--- config.mk ---
export PLATFORM = sky130hd
export DESIGN_NAME = sbp_hash
export DESIGN_NICKNAME = d
export VERILOG_FILES = /design/src/design/sbp_pkg.sv /design/src/design/sbp_hash.sv
export SDC_FILE = /design/constraint.sdc
export NUM_CORES = 2
export LEC_CHECK = 0
export BUFFER_PORTS_ARGS = -buffer_cell sky130_fd_sc_hd__buf_2
export CAP_MARGIN = 20
export CORE_ASPECT_RATIO = 0.6
export CORE_MARGIN = 10
export CORE_UTILIZATION = 65
export DETAILED_ROUTE_END_ITERATION = 16
export GPL_ROUTABILITY_DRIVEN = 0
export PLACE_DENSITY_LB_ADDON = 0.08
export REMOVE_ABC_BUFFERS = 1
export SKIP_LAST_GASP = 1
export SYNTH_ARGS = -nofsm -noshare
export SYNTH_HDL_FRONTEND = slang
export SYNTH_SLANG_ARGS = --single-unit
--- constraint.sdc ---
create_clock -name clk -period 2.2 [get_ports clk]
set_input_delay 0.11 -clock clk [delete_from_list [all_inputs] [get_ports clk]]
set_output_delay 0.11 -clock clk [all_outputs]
set_load 0.01 [all_outputs]
--- src/design/sbp_pkg.sv ---
package sbp_pkg;

    localparam int OBJ_W   = 8;
    localparam int COORD_W = 16;
    localparam int KEY_W   = 64;
    localparam int CNT_W   = 9;
    localparam int EPOCH_W = 8;

    localparam logic [EPOCH_W-1:0] EPOCH_FIRST = 8'd1;
    localparam logic [EPOCH_W-1:0] EPOCH_LAST  = 8'd255;

    localparam logic signed [27:0] HASH_PX = 28'sd73856093;
    localparam logic signed [27:0] HASH_PY = 28'sd19349663;
    localparam logic signed [27:0] HASH_PZ = 28'sd83492791;

    typedef enum logic [1:0] {
        OP_CLEAR,
        OP_INSERT,
        OP_PAIR,
        OP_NOP
    } op_t;

    typedef enum logic [2:0] {
        ST_CLEARED,
        ST_INSERTED,
        ST_PRESENT,
        ST_POOL_FULL,
        ST_TABLE_FULL,
        ST_PAIR,
        ST_NO_PAIR
    } status_t;

    typedef enum logic [4:0] {
        S_SWEEP,
        S_IDLE,
        S_HASH,
        S_HASH_WAIT,
        S_PROBE_RD,
        S_PROBE_CHK,
        S_CHAIN_RD,
        S_CHAIN_CHK,
        S_INS_WRITE,
        S_PAIR_POS,
        S_ACT_RD,
        S_BKT_RD,
        S_BKT_CHK,
        S_STAGE_RD,
        S_STAGE_CHK,
        S_WALK,
        S_READ_C,
        S_CMP,
        S_SEEN_RD,
        S_SEEN_CHK,
        S_RESULT
    } ctrl_state_t;

    typedef enum logic [1:0] {
        H_IDLE,
        H_XOR,
        H_MOD,
        H_DONE
    } hash_state_t;

    typedef struct packed {
        logic start;
        logic done;
    } hash_ctrl_t;

endpackage

--- src/design/sbp_hash.sv ---
module sbp_hash
    import sbp_pkg::*;
#(
    parameter int TABLE_SLOTS = 1024
) (
    input  logic                           clk,
    input  logic                           rst_n,
    input  hash_ctrl_t                     ctrl_in,
    output hash_ctrl_t                     ctrl_out,
    input  logic signed [COORD_W-1:0]      cell_x,
    input  logic signed [COORD_W-1:0]      cell_y,
    input  logic signed [COORD_W-1:0]      cell_z,
    output logic [KEY_W-1:0]               key,
    output logic [$clog2(TABLE_SLOTS)-1:0] slot
);

    localparam int SW = $clog2(TABLE_SLOTS);
    localparam bit SLOT_POW2 = (TABLE_SLOTS & (TABLE_SLOTS - 1)) == 0;
    localparam logic [SW:0] SLOTS_W = (SW + 1)'(TABLE_SLOTS);

    hash_state_t state_reg, state_next;

    logic signed [43:0] px_reg, py_reg, pz_reg;
    logic [KEY_W-1:0]   key_reg;
    logic [SW-1:0]      rem_reg;
    logic [5:0]         bit_reg;
    logic [SW:0]        rem_shift;
    logic [SW-1:0]      rem_step;

    // one remainder bit per cycle for table sizes that are not a power of two
    assign rem_shift = {rem_reg, key_reg[bit_reg]};
    assign rem_step  = (rem_shift >= SLOTS_W) ? SW'(rem_shift - SLOTS_W) : rem_shift[SW-1:0];

    always_comb
    begin
        state_next = state_reg;
        case (state_reg)
            H_IDLE:
            begin
                if (ctrl_in.start)
                begin
                    state_next = H_XOR;
                end
            end
            H_XOR:
            begin
                state_next = H_MOD;
            end
            H_MOD:
            begin
                if (SLOT_POW2 || bit_reg == 6'd0)
                begin
                    state_next = H_DONE;
                end
            end
            H_DONE:
            begin
                state_next = H_IDLE;
            end
            default:
            begin
                state_next = H_IDLE;
            end
        endcase
    end

    always_comb
    begin
        ctrl_out.start = 1'b0;
        ctrl_out.done  = (state_reg == H_DONE);
    end

    always_ff @(posedge clk or negedge rst_n)
    begin
        if (!rst_n)
        begin
            state_reg <= H_IDLE;
            px_reg    <= '0;
            py_reg    <= '0;
            pz_reg    <= '0;
            key_reg   <= '0;
            rem_reg   <= '0;
            bit_reg   <= '0;
        end
        else
        begin
            state_reg <= state_next;
            case (state_reg)
                H_IDLE:
                begin
                    px_reg <= cell_x * HASH_PX;
                    py_reg <= cell_y * HASH_PY;
                    pz_reg <= cell_z * HASH_PZ;
                end
                H_XOR:
                begin
                    key_reg <= 64'(px_reg) ^ 64'(py_reg) ^ 64'(pz_reg);
                    rem_reg <= '0;
                    bit_reg <= 6'd63;
                end
                H_MOD:
                begin
                    if (SLOT_POW2)
                    begin
                        rem_reg <= key_reg[SW-1:0];
                    end
                    else
                    begin
                        rem_reg <= rem_step;
                        bit_reg <= bit_reg - 6'd1;
                    end
                end
                default:
                begin
                end
            endcase
        end
    end

    assign key  = key_reg;
    assign slot = rem_reg;

endmodule

==> metrics.md, run 1 <==
| Metric | Value |
|---|---|
| First error | [ERROR GRT-0232] Routing congestion too high. Check the congestion heatmap in the GUI. |
| Post-GRT worst EP | pz_reg[43]$_DFFE_PN0N_/D |
| Ys flop type | dfrtp_1 |
| Die H | about 190 µm |
| I/O pin count | 128 |
| Post-synthesis cell type count | 74 |
| Failing step | global routing |
| Die Wd | between 200 and 300 µm |
| Bufs on Longest Clock Path | 2 |
| Area contributors post-synth | fa_1 27%, ha_1 22%, dfrtp_1 15% |
| Top cell type by total area after synthesis | fa_1 |
| Syn Inst Count | approximately 3000 |
| Clock sinks | 186 |
| Synth Register Bits | roughly 190 |
| Post-DP HPWL | between 70000 and 80000 µm |
| Largest net degree at the start of global routing | between 80 and 90 |
| CTS Buf Count | 17 |
| Initial antenna violation count | 15 |
| Post-synth EDFFs | 0 |
| Synth top cells by count | 713 x inv_1, 526 x ha_1, 412 x fa_1 |
| Row Count | 61 |
| Total grt overflow | between 200 and 250 |
| Warnings, synthesis | 0 |
| Status | stopped before the end |
| PortBufs | 125 |
| H-tree Lvls | 4 |
| Async set or reset register ratio after synthesis | 1.000 |
| Post-synth top area share | 0.2719 |
| Syn_area_per_cell | slightly below 10 µm² |
| Sequential cell area fraction in the yosys report | 0.1535 |
| Initial Utilization | 0.6558 |
| Count leader, synth | inv_1 |
| Post-synthesis cell area | 30330 µm² |
| Total track usage | 0.7925 |
| Root buffer cell | clkbuf_16 |
| Worst-path end type | register input |
## what timing repair did
action | CTS
resized for setup | 596
endpoints found under the setup margin | 117
pin swaps | 268
hold buffers | 2
endpoints found under the hold margin | 69
buffers inserted | 75
## kinds of logic after synthesis
kind of cell,after synthesis,share of synthesized area
multiplexers,129,0.04789
other,1,0.0001236
flip-flops,186,0.1535
XOR/XNOR,168,0.04851
AND/OR/NAND/NOR,389,0.06291
buffers and inverters,793,0.1009
AO/OA/AOI/OAI,445,0.09735
adder cells (fa/ha/maj),938,0.4889
## metrics by stage
stage	setup slack [ns]	utilization	area (µm²)	std cells	setup TNS [ns]
2_1_floorplan	-5.142	-	29950	2970	-405.14
3_3_place_gp	-3.766	0.7876	36430	4386	-345.87
3_5_place_dp	-4.000	0.7876	36430	4386	-359.13
4_1_cts	-3.228	0.8729	40370	4475	-277.24
## per-layer routing
layer,track usage,GRT overflow
met2,0.8861,102
met3,0.7524,13
met5,0.4296,3
met1,0.7981,9
met4,0.7186,105
==> run 2: changes to the inputs <==
Settings changed: CORE_ASPECT_RATIO 0.6 to default, CORE_UTILIZATION 65 to 40, PLACE_DENSITY_LB_ADDON 0.08 to 0.15.
==> run 2 against run 1 <==
  * The flow now finishes, with violations (negative setup slack)
  * Area after synthesis unchanged
  * Synthesized cell count unchanged
==> metrics.md, run 2 <==
| Metric | Value |
|---|---|
| Warnings, synthesis | 0 |
| Clock tree from TritonCTS | built |
| Synth top cells by count | 713 x inv_1, 526 x ha_1, 412 x fa_1 |
| Post-synthesis cell area | 30330 µm² |
| Post-synthesis cell type count | 74 |
| Clock sinks | ~190 |
| Layout cells sized above 1 | 0.3941 |
| Syn Inst Count | just over 3000 |
| Hold Fails Final Rpt | 0 |
| Syn_area_per_cell | slightly below 10 µm² |
| Global-route wire length before repair | 145400 µm |
| Clock Latency Late Sink | 0.46 ns |
| Count leader, synth | inv_1 |
| Initial Utilization | 0.4054 |
| Sequential cell area fraction in the yosys report | 0.1535 |
| Die area | about 87000 µm² |
| Largest net degree at the start of global routing | 79 |
| Area Overhead vs Synth | 38.93% |
| Crit path kind | in2reg |
| Slew @ Worst Pin | between 0.8 and 0.9 ns |
| WP data arrival | between 5 and 6 ns |
| Filler cell count | roughly 6400 |
| Crit-path max FO | 3 |
| Total grt overflow | 0 |
| CP max stage delay | approximately 0.6 ns |
| Violated checks | negative setup slack |
| Inserted Diodes | 0 |
| Top cell type by total area after synthesis | fa_1 |
| Initial antenna violation count | 0 |
| Post-synth EDFFs | 0 |
| Die H | 295.4 µm |
| Ys flop type | dfrtp_1 |
| Setup Skew | 0.01666 ns |
| Maxcap violations | 0 |
| CP Launch Type | input port |
| Status | complete, but fails checks |
| Critical-path cell list | buf_6 -> fa_2 -> inv_2 -> fa_2 -> inv_2 -> fa_1 -> fa_1 -> fa_1 -> inv_2 -> fa_1 -> inv_2 -> ha_4 -> nand4_1 -> buf_4 -> buf_4 -> o311a_1 -> o21ai_2 -> buf_4 -> a21oi_4 -> or4_1 -> nand3_1 |
| Final nets | 4874 |
| Placed cells | around 4700 |
| Initial drt markers | around 1100 |
| Total track usage | 0.2103 |
| Post-synth top area share | 0.2719 |
| Via count | about 24000 |
| Bufs on Longest Clock Path | 2 |
| Most frequent cells in the layout | 678 x buf_4, 653 x inv_1, 410 x ha_1 |
| Peak Freq | ~190 MHz |
| Critical Path End Type | flop |
| Final setup viols | ~110 |
| Residual DRC | 0 |
| Req. time, crit path | 2.59 ns |
| Reg clk slew, reported paths | approximately 0.09 ns |
| Layout Utilization | 0.5632 |
| 1st-pass router iterations | 5 |
| PortBufs | 125 |
| Most common cell after layout, fill and taps aside | buf_4 |
| Async set or reset register ratio after synthesis | 1.000 |
| Worst Hold Class | in2reg |
| DRT Wirelength | just over 90000 µm |
| H-tree Lvls | 4 |
| Die Wd | between 200 and 300 µm |
| Routed Antenna Nets | 0 |
| CTS Buf Count | 17 |
| Relative slew slack | 0.4101 |
| Synth Register Bits | 186 |
| I/O pin count | 128 |
| Post-DP HPWL | roughly 76000 µm |
| RSZ-0062 raised after global routing | yes |
| Area contributors post-synth | fa_1 27%, ha_1 22%, dfrtp_1 15% |
| Slowest CP cell | fa_2 |
| Core box area | 74820 µm² |
| Final worst slack | -3.160 ns |
| Minimum clock period | between 5 and 6 ns |
| Root buffer cell | clkbuf_16 |
| Slew Viols, Final | 0 |
| Tcrit/Tclk final | 2.436 |
| Vias per cell | 4.998 |
| Wirelength per Cell | about 19 µm |
| Final hold slack | 0.1250 ns |
| Row Count | 100 |
| Vias in the first global route | 26630 |
| Non-Filler Instances | approximately 4900 |
## run 2: cell counts after synthesis
No cell type changed its count.
## run 2: critical path, delay by kind of cell
kind / cells / cell delay (ns)
fa+ha+maj: 7 / 3.59
simple gates: 3 / 0.70
compound gates: 3 / 0.60
buf+inv: 8 / 0.74
## run 2: per-stage QoR
stage	area [µm²]	setup TNS (ns)	setup WS, ns
2_1_floorplan	29950	-405.14	-5.142
6_report	42140	-273.22	-3.160
4_1_cts	40750	-271.70	-3.040
3_5_place_dp	36940	-353.94	-3.785
5_1_grt	42140	-287.15	-3.305
3_3_place_gp	36940	-348.32	-3.671
## run 2: routing by layer
layer | track usage | routed length (µm)
met2 | 0.3504 | 43320
met4 | 0.03579 | 1423
met5 | 0 | 0
met1 | 0.2938 | 42380
met3 | 0.02468 | 3789
## run 2: timing repair
item / 4_1_cts / 5_1_grt
pin swaps: 307 / 182
setup endpoints to repair: 117 / 116
hold buffers: 2 / 0
resized for setup: 576 / 212
endpoints found under the hold margin: 72 / 0
buffers inserted: 86 / 54
## run 2: cells by family after synthesis
family / Yosys count / share of synthesized area
simple gates: 389 / 0.06291
xor+xnor: 168 / 0.04851
flops: 186 / 0.1535
buf+inv: 793 / 0.1009
other cells: 1 / 0.0001236
mux: 129 / 0.04789
fa+ha+maj: 938 / 0.4889
compound gates: 445 / 0.09735
## run 2: path summary, 6_finish.rpt
| check | slack, ns | cells past startpoint | endpoint | start |
|---|---|---|---|---|
| worst max-delay path | -3.16 | 21 | pz_reg[28] | cell_z[6] |
| worst min-delay path | 0.12 | 3 | py_reg[0] | cell_y[0] |
| worst max register to register | 0.07 | 6 | px_reg[31] | state_reg[0] |
| worst min register to register | 0.51 | 1 | key[25] | key[25] |
| max in group asynchronous | 1.25 | 3 | py_reg[27] | rst_n |
| min in group asynchronous | 0.22 | 2 | slot[8] | rst_n |
## run 2: final cells by class
cell class                 count  area [µm²]  area share
multi-input combinational   2070       25950      0.6159
timing repair buffer         895        7017      0.1665
sequential                   186        4654      0.1105
inverter                     714        2683     0.06366
tap                          969        1212     0.02877
clock buffer                  18       439.2     0.01042
clock inverter                14       182.7    0.004335
Power of run 2 is not shown: default switching activity piles up to over one toggle a cycle in this logic, so the estimate is an artifact.
