$ cat src/design/sbp_ram.sv
module sbp_ram #(
    parameter int WIDTH = 8,
    parameter int DEPTH = 16
) (
    input  logic                                       clk,
    input  logic                                       we,
    input  logic [((DEPTH > 1) ? $clog2(DEPTH) : 1)-1:0] waddr,
    input  logic [WIDTH-1:0]                           wdata,
    input  logic [((DEPTH > 1) ? $clog2(DEPTH) : 1)-1:0] raddr,
    output logic [WIDTH-1:0]                           rdata
);

    logic [WIDTH-1:0] mem [DEPTH];

    always_ff @(posedge clk)
    begin
        if (we)
        begin
            mem[waddr] <= wdata;
        end
        rdata <= mem[raddr];
    end

endmodule

$ cat config.mk
export PLATFORM = sky130hd
export DESIGN_NAME = sbp_ram
export DESIGN_NICKNAME = d
export VERILOG_FILES = /design/src/design/sbp_ram.sv
export SDC_FILE = /design/constraint.sdc
export NUM_CORES = 1
export LEC_CHECK = 0
export ABC_CLOCK_PERIOD_IN_PS = 2200
export BUFFER_PORTS_ARGS = -buffer_cell sky130_fd_sc_hd__buf_2
export CAP_MARGIN = 25
export CORE_ASPECT_RATIO = 1.75
export CORE_MARGIN = 10
export CORE_UTILIZATION = 60
export CTS_CLUSTER_DIAMETER = 80
export DETAILED_ROUTE_END_ITERATION = 10
export GPL_TIMING_DRIVEN = 0
export PLACE_DENSITY = 0.78
export REMOVE_ABC_BUFFERS = 1
export SYNTH_ARGS = -nofsm -noshare
export SYNTH_HDL_FRONTEND = slang
export SYNTH_SLANG_ARGS = --single-unit
$ cat constraint.sdc
create_clock -name clk -period 2.2 [get_ports clk]
set_input_delay 0.33 -clock clk [delete_from_list [all_inputs] [get_ports clk]]
set_output_delay 0.33 -clock clk [all_outputs]
set_load 0.02 [all_outputs]
==> reports/summary.txt, run 1 <==
status: completed
accumulated negative setup slack: 0 ns
wire length of the first global-routing pass: 14300 um
Crit Path Category: in2reg
detailed-routing iteration count for the pre-antenna-repair pass: 4
CTS Root Cell: sky130_fd_sc_hd__clkbuf_16
Post-Synthesis Cells: 229
area of the core: 8310 um^2
synth warn: 0
starting density of the core: 61.9%
final worst path period share: 81.0%
n_diodes: 0
number of antenna violations at the first check in global routing: 0
total congestion overflow after global routing: 0
# rows: 44
count of buffers added by post-CTS timing repair for setup: 0
Worst Setup End Kind: flop
leakage power: 0.00200 uW
post-synth top area cell: sky130_fd_sc_hd__edfxtp_1
required time at the endpoint of the critical path: 2.32 ns
number of max-cap violations: 0
number of global-route vias before repair: 2439
cell types with the highest counts after synthesis: 128 x sky130_fd_sc_hd__edfxtp_1, 18 x sky130_fd_sc_hd__mux4_2, 16 x sky130_fd_sc_hd__a22oi_1
arrival time of the worst setup path: 1.90 ns
clock sink count: 136
total clock buffers created by CTS: 17
final-layout worst hold slack: 0.300 ns
#FFs+latches synth: 136
Clk Latency, worst-skew pair: 0.42 ns
H-Tree Depth: 4
die area: 12800 um^2
die boundary height: 143 um
design area: 5940 um^2
fmax: 561 MHz
gr usage total: 15.2%
sum of routed wire length over all layers: 9260 um
pin count of the biggest net entering global routing: 33
standard cell area after detailed placement: 5360 um^2
TritonCTS clock tree: yes
final max-slew violation count: 0
area overhead of the layout relative to synthesis: 15.5%
share of synthesized area occupied by flip-flops and latches: 77.8%
largest cells by area after synthesis: sky130_fd_sc_hd__edfxtp_1 75%, sky130_fd_sc_hd__mux4_2 7.9%, sky130_fd_sc_hd__mux4_1 7.1%
overall die width: 90.0 um
Clk pin slew, worst setup/hold paths: 0.06 ns
prevailing post-synth register cell: sky130_fd_sc_hd__edfxtp_1
Critical Path Start Type: primary input
setup repair after global routing missed its margin: false
drt initial violations: 210
number of buffers inserted for hold repair after clock tree synthesis: 0
Yosys top cell area share: 74.7%
port bufs: 25
post-detailed-route wirelength per cell: 23.4 um
clk_skew: 0.00978 ns
fraction of final layout cells sized beyond drive strength 1: 27.8%
Syn Std Cell Area: 5150 um^2
Max-slew headroom: 34.1%
count of unresolved DRC violations after routing: 0
power consumption: 5840 uW
via density per instance: 5.98
Final WS setup: 0.418 ns
number of nets in the layout: 286
worst slew pin tran: 0.985 ns
time the worst path needs with I/O delays and setup: 1.78 ns
Synth Area per Inst: 22.5 um^2
DP HPWL: 5860 um
worst min-delay path class: in2reg
EDFF count, synth: 128
residual antenna-violating net count after detailed routing: 0
fraction of registers with async set or reset after synthesis: 0%
setup violation total in the final timing report: 0
pre-CTS WS: -0.174 ns
Max Root-Sink Buffers: 2
Boundary Pins: 26
cts repair resizes: 0
critical-path maximum fanout: 5
most common cell in the netlist: sky130_fd_sc_hd__edfxtp_1
Peak VDD IR: 0.772 mV
number of vias after detailed routing: 2368
count of cell types in the netlist: 19
pwr dens: 983 nW/um^2
final-report hold violation count: 0
Final Wtd Congestion: 0.728
## flip-flops by register name, indices dropped and copies added, names as in the netlist
register and flops:
mem 128, rdata 8
## worst max-delay path, cell delays in order
cell,delay (ns)
sky130_fd_sc_hd__buf_2,0.11
sky130_fd_sc_hd__or3b_2,0.51
sky130_fd_sc_hd__nor3_1,0.66
sky130_fd_sc_hd__buf_4,0.29
## final cells by class
class	count	area [um^2]
clock buffers	18	429
clock inverters	14	134
fillers	478	2370
multi-input cells	83	1060
flip-flops and latches	136	4000
well taps	115	144
repair buffers	30	175
## cell usage in the layout, fill, tap and decap left out
cell and instances:
sky130_fd_sc_hd__a22oi_1 16, sky130_fd_sc_hd__and2_1 1, sky130_fd_sc_hd__and2b_1 1, sky130_fd_sc_hd__buf_12 1, sky130_fd_sc_hd__buf_2 25, sky130_fd_sc_hd__buf_4 4, sky130_fd_sc_hd__bufinv_16 2, sky130_fd_sc_hd__clkbuf_1 1
sky130_fd_sc_hd__clkbuf_16 17, sky130_fd_sc_hd__clkinv_1 2, sky130_fd_sc_hd__clkinv_2 5, sky130_fd_sc_hd__clkinv_4 3, sky130_fd_sc_hd__clkinvlp_4 2, sky130_fd_sc_hd__dfxtp_1 8, sky130_fd_sc_hd__edfxtp_1 128, sky130_fd_sc_hd__mux4_1 14
sky130_fd_sc_hd__mux4_2 18, sky130_fd_sc_hd__nand2_1 9, sky130_fd_sc_hd__nand2b_1 2, sky130_fd_sc_hd__nand3_1 1, sky130_fd_sc_hd__nand3b_1 2, sky130_fd_sc_hd__nor2_1 13, sky130_fd_sc_hd__nor2b_1 1, sky130_fd_sc_hd__nor3_1 4
sky130_fd_sc_hd__or3b_2 1
## metal layers
metal  global-route usage [%]  wire length [um]  vias to the layer above
met2                     25.9              4990                       94
met1                     17.4              3630                     1213
li1                         -                 -                     1052
met4                     6.57               126                        0
met5                        0                 0                        -
met3                     4.75               510                        9
## kinds of logic after synthesis
| logic type | after synthesis | share of synthesized area (%) |
|---|---|---|
| multiplexers | 32 | 15.0 |
| AND/OR/NAND/NOR | 35 | 3.18 |
| flip-flops | 136 | 77.8 |
| AO/OA/AOI/OAI | 16 | 2.33 |
| buffers and inverters | 10 | 1.68 |
## power by group
group / leakage (uW) / switching, uW / internal (uW)
Sequential: 0.00122 / 12.7 / 2900
Clock: 0.000274 / 1010 / 1650
Combinational: 0.000501 / 164 / 108
## worst paths after layout
path | startpoint | endpoint | cells past startpoint | slack [ns]
worst max-delay path | waddr[2] | mem[0][1]$_DFFE_PP_ | 4 | 0.42
worst min-delay path | wdata[5] | mem[9][5]$_DFFE_PP_ | 1 | 0.30
worst max register to register | mem[0][3]$_DFFE_PP_ | rdata[3]$_DFF_P_ | 3 | 0.83
worst min register to register | mem[13][5]$_DFFE_PP_ | rdata[5]$_DFF_P_ | 3 | 0.66
## per-stage QoR
stage | cells | utilization, %
2_1_floorplan | 219 | -
3_3_place_gp | 359 | 64.1
3_5_place_dp | 363 | 64.5
4_1_cts | 395 | 71.3
5_1_grt | 396 | 71.5
6_report | 396 | 71.5
Note: power is estimated with default switching activity, not from simulation.
==> run 2, diff against run 1 <==
--- a/config.mk
+++ b/config.mk
@@ -5,16 +5,17 @@
 export SDC_FILE = /design/constraint.sdc
 export NUM_CORES = 1
 export LEC_CHECK = 0
-export ABC_CLOCK_PERIOD_IN_PS = 2200
+export ABC_AREA = 1
+export ABC_CLOCK_PERIOD_IN_PS = 1700
 export BUFFER_PORTS_ARGS = -buffer_cell sky130_fd_sc_hd__buf_2
 export CAP_MARGIN = 25
 export CORE_ASPECT_RATIO = 1.75
 export CORE_MARGIN = 10
-export CORE_UTILIZATION = 60
+export CORE_UTILIZATION = 61
 export CTS_CLUSTER_DIAMETER = 80
 export DETAILED_ROUTE_END_ITERATION = 10
 export GPL_TIMING_DRIVEN = 0
-export PLACE_DENSITY = 0.78
+export PLACE_DENSITY = 0.79
 export REMOVE_ABC_BUFFERS = 1
 export SYNTH_ARGS = -nofsm -noshare
 export SYNTH_HDL_FRONTEND = slang
==> constraint.sdc (replaced) <==
create_clock -name clk -period 1.7 [get_ports clk]
set_input_delay 0.255 -clock clk [delete_from_list [all_inputs] [get_ports clk]]
set_output_delay 0.255 -clock clk [all_outputs]
set_load 0.02 [all_outputs]
==> reports/summary.txt, run 2 <==
Worst Setup End Kind: flop
fmax: 620 MHz
port bufs: 25 (unchanged)
depth of the worst hold-timing path: 3 (+2)
starting density of the core: 63.0% (+1.1 points)
register with the most flip-flops: mem
fraction of final layout cells sized beyond drive strength 1: 9.90% (-18 points)
pre-CTS WS: -0.360 ns (-0.186 ns)
final std cells w/o fill: 706 (+78%)
setup violation total in the final timing report: 0 (unchanged)
setup repair after global routing missed its margin: false
number of buffers inserted for hold repair after clock tree synthesis: 0 (unchanged)
Boundary Pins: 26 (unchanged)
biggest cell delay along the critical path: 0.54 ns (-0.12 ns)
Final WS setup: 0.0860 ns (-0.332 ns)
standard cell area after detailed placement: 5900 um^2 (+10%)
largest cells by area after synthesis: sky130_fd_sc_hd__edfxtp_1 67%, sky130_fd_sc_hd__nand2_1 11%, sky130_fd_sc_hd__nand3_1 8.4%
number of gates on the worst path with buffers counted: 6 (+2)
cell types with the highest counts after synthesis: 173 x sky130_fd_sc_hd__nand2_1, 128 x sky130_fd_sc_hd__edfxtp_1, 100 x sky130_fd_sc_hd__inv_1
pin count of the biggest net entering global routing: 65 (+97%)
arrival time of the worst setup path: 1.92 ns (+0.02 ns)
beginning of the worst hold path: raddr[3]
register-to-register setup slack: 0.61 ns (-0.22 ns)
biggest registers after layout: mem x128, rdata x8
gr usage total: 19.1% (+3.9 points)
residual antenna-violating net count after detailed routing: 0 (unchanged)
internal portion of total power: 6060 uW (+30%)
final max-slew violation count: 0 (unchanged)
final worst path period share: 94.9%
reg2reg path depth: 6 (+3)
Critical path buffers and inverters: 2 (unchanged)
share of synthesized area occupied by flip-flops and latches: 69.4% (-8.4 points)
post-detailed-route wirelength per cell: 17.9 um (-24%)
compound-gate portion of the synthesized area: 0% (-2.3 points)
pwr dens: 1190 nW/um^2 (+21%)
met3 track utilization from global routing: 5.90% (+1.1 points)
Crit path max-delay family: buffers and inverters
drt initial violations: 398 (+90%)
die boundary height: 149 um (+4.3%)
overall die width: 93.5 um (+3.9%)
Post-Synthesis Cells: 551 (+140%)
cts repair resizes: 0 (unchanged)
main combinational cell family by area after synthesis: simple AND/OR/NAND/NOR gates
area overhead of the layout relative to synthesis: 12.6%
time the worst path needs with I/O delays and setup: 1.61 ns
clk_skew: 0.00386 ns (-0.00592 ns)
die area: 13900 um^2 (+8.3%)
Critical Path Start Type: primary input
Synth Area per Inst: 10.5 um^2 (-53%)
design area: 6490 um^2 (+9.2%)
fraction of registers with async set or reset after synthesis: 0% (unchanged)
#FFs+latches synth: 136 (unchanged)
number of max-cap violations: 0 (unchanged)
total clock buffers created by CTS: 17 (unchanged)
accumulated negative setup slack: 0 ns (unchanged)
detailed-routing iteration count for the pre-antenna-repair pass: 4 (unchanged)
synthesized-area fraction occupied by and/or/nand/nor cells: 21.0% (+18 points)
number of vias after detailed routing: 3821 (+61%)
leakage power: 0.00282 uW (+41%)
number of flip-flops under the largest register name: 128 (unchanged)
Max-slew headroom: 44.9% (+11 points)
clock sink count: 136 (unchanged)
final-report hold violation count: 0 (unchanged)
cell total after placement: 673 (+85%)
n_diodes: 0 (unchanged)
post-synth top area cell: sky130_fd_sc_hd__edfxtp_1
Peak VDD IR: 0.856 mV (+11%)
final-layout worst hold slack: 0.195 ns (-0.104 ns)
global routing met2 resource utilization: 32.6% (+6.7 points)
most common library cell in the layout ignoring fill and taps: sky130_fd_sc_hd__nand2_1
number of antenna violations at the first check in global routing: 0 (unchanged)
most frequent cells in the layout: 173 x sky130_fd_sc_hd__nand2_1, 128 x sky130_fd_sc_hd__edfxtp_1, 100 x sky130_fd_sc_hd__inv_1
launching instance or port of the critical path: raddr[1]
Final Wtd Congestion: 0.856 (+18%)
total congestion overflow after global routing: 0 (unchanged)
Yosys top cell area share: 66.7% (-8.0 points)
adder and majority gate portion of the synthesized area: 0% (unchanged)
status: completed
prevailing post-synth register cell: sky130_fd_sc_hd__edfxtp_1
required time at the endpoint of the critical path: 2.00 ns (-0.32 ns)
Max Root-Sink Buffers: 2 (unchanged)
DP HPWL: 7700 um (+31%)
Clk pin slew, worst setup/hold paths: 0.06 ns (about the same)
share of power burned in registers: 48.9% (-0.9 points)
clock network fraction of design power: 45.0% (-0.5 points)
mux share of post-synthesis cell area: 0% (-15 points)
met1 usage in global routing: 19.8% (+2.5 points)
count of unresolved DRC violations after routing: 0 (unchanged)
sum of routed wire length over all layers: 12600 um (+36%)
TritonCTS clock tree: yes
CP Cell Sequence: buf_2 > inv_2 > nand3_1 > nand3_1 > nand3_1 > nand2_1
wire length of the first global-routing pass: 19600 um (+38%)
worst min-delay path class: in2reg
Crit Path Category: in2reg
end point of the most critical hold path: rdata[7]$_DFF_P_
Clk Latency, worst-skew pair: 0.41 ns (about the same)
Syn Std Cell Area: 5770 um^2 (+12%)
CTS Root Cell: sky130_fd_sc_hd__clkbuf_16
R2R Path Start: mem[7][0]$_DFFE_PP_
critical register-to-register path endpoint: rdata[0]$_DFF_P_
number of global-route vias before repair: 3917 (+61%)
EDFF count, synth: 128 (unchanged)
via density per instance: 5.41 (-9.5%)
share of the synthesized netlist area taken by xor and xnor gates: 0% (unchanged)
H-Tree Depth: 4 (unchanged)
switching power summed over all nets: 1650 uW (+38%)
critical-path maximum fanout: 33 (+28)
worst slew pin tran: 0.824 ns (-0.161 ns)
combinational cell fraction of total power: 6.0% (+1.3 points)
count of buffers added by post-CTS timing repair for setup: 0 (unchanged)
synth warn: 0 (unchanged)
busiest grt layer: met2
area of the core: 9150 um^2 (+10%)
most common cell in the netlist: sky130_fd_sc_hd__nand2_1
# rows: 46 (+4.5%)
most frequent CP cell: sky130_fd_sc_hd__nand3_1
number of nets in the layout: 591 (+110%)
CP max-delay cell: sky130_fd_sc_hd__buf_2
fraction of power spent switching nets: 21.3% (+0.99 points)
fill count: 632 (+32%)
count of cell types in the netlist: 12 (-7)
-- run 2: through the flow --
| stage | total power (uW) | utilization [%] |
|---|---|---|
| 4_1_cts | 7730 | 70.7 |
| 2_1_floorplan | 4070 | - |
| 3_3_place_gp | 4260 | 64.2 |
| 3_5_place_dp | 4290 | 64.4 |
| 6_report | 7710 | 70.9 |
| 5_1_grt | 7950 | 70.9 |
-- run 2: final cells by class --
cell class / instances / area, um^2 / share of cell area (%)
flip-flops and latches: 136 / 4000 / 61.7
multi-input cells: 289 / 1210 / 18.7
clock buffers: 25 / 539 / 8.31
inverters: 102 / 383 / 5.90
repair buffers: 27 / 165 / 2.54
well taps: 120 / 150 / 2.31
clock inverters: 7 / 37.5 / 0.578
-- run 2: routing by layer --
layer	part of all wire (%)	vias up
met5	0	-
met4	4.3	0
met3	7.4	39
met2	53	172
met1	36	1794
li1	-	1816
-- run 2: how the worst max path moves through the flow --
stage | slack [ns] | endpoint
after floorplan | 0.46 | rdata[2]$_DFF_P_
final | 0.09 | rdata[0]$_DFF_P_
after CTS | 0.06 | rdata[0]$_DFF_P_
after global placement | -0.93 | rdata[1]$_DFF_P_
after detailed placement | -0.36 | rdata[7]$_DFF_P_
after global routing | 0.05 | rdata[0]$_DFF_P_
-- run 2: worst reg2reg max path: cells and delay by family, from the launching register on --
kind | cells | cell delay, ns
AND/OR/NAND/NOR | 5 | 0.55
buffers and inverters | 1 | 0.06
flip-flops | 1 | 0.37
-- run 2: kinds of logic after synthesis --
group | after synthesis
buf+inv | 126
flops | 136
simple gates | 289
-- run 2: power by group through the flow --
stage	Combinational (uW)	Clock [uW]	Sequential, uW
floorplan	202	0	3860
global placement	425	0	3830
detailed placement	455	0	3840
CTS	461	3500	3770
global route	510	3660	3780
finish	465	3470	3770
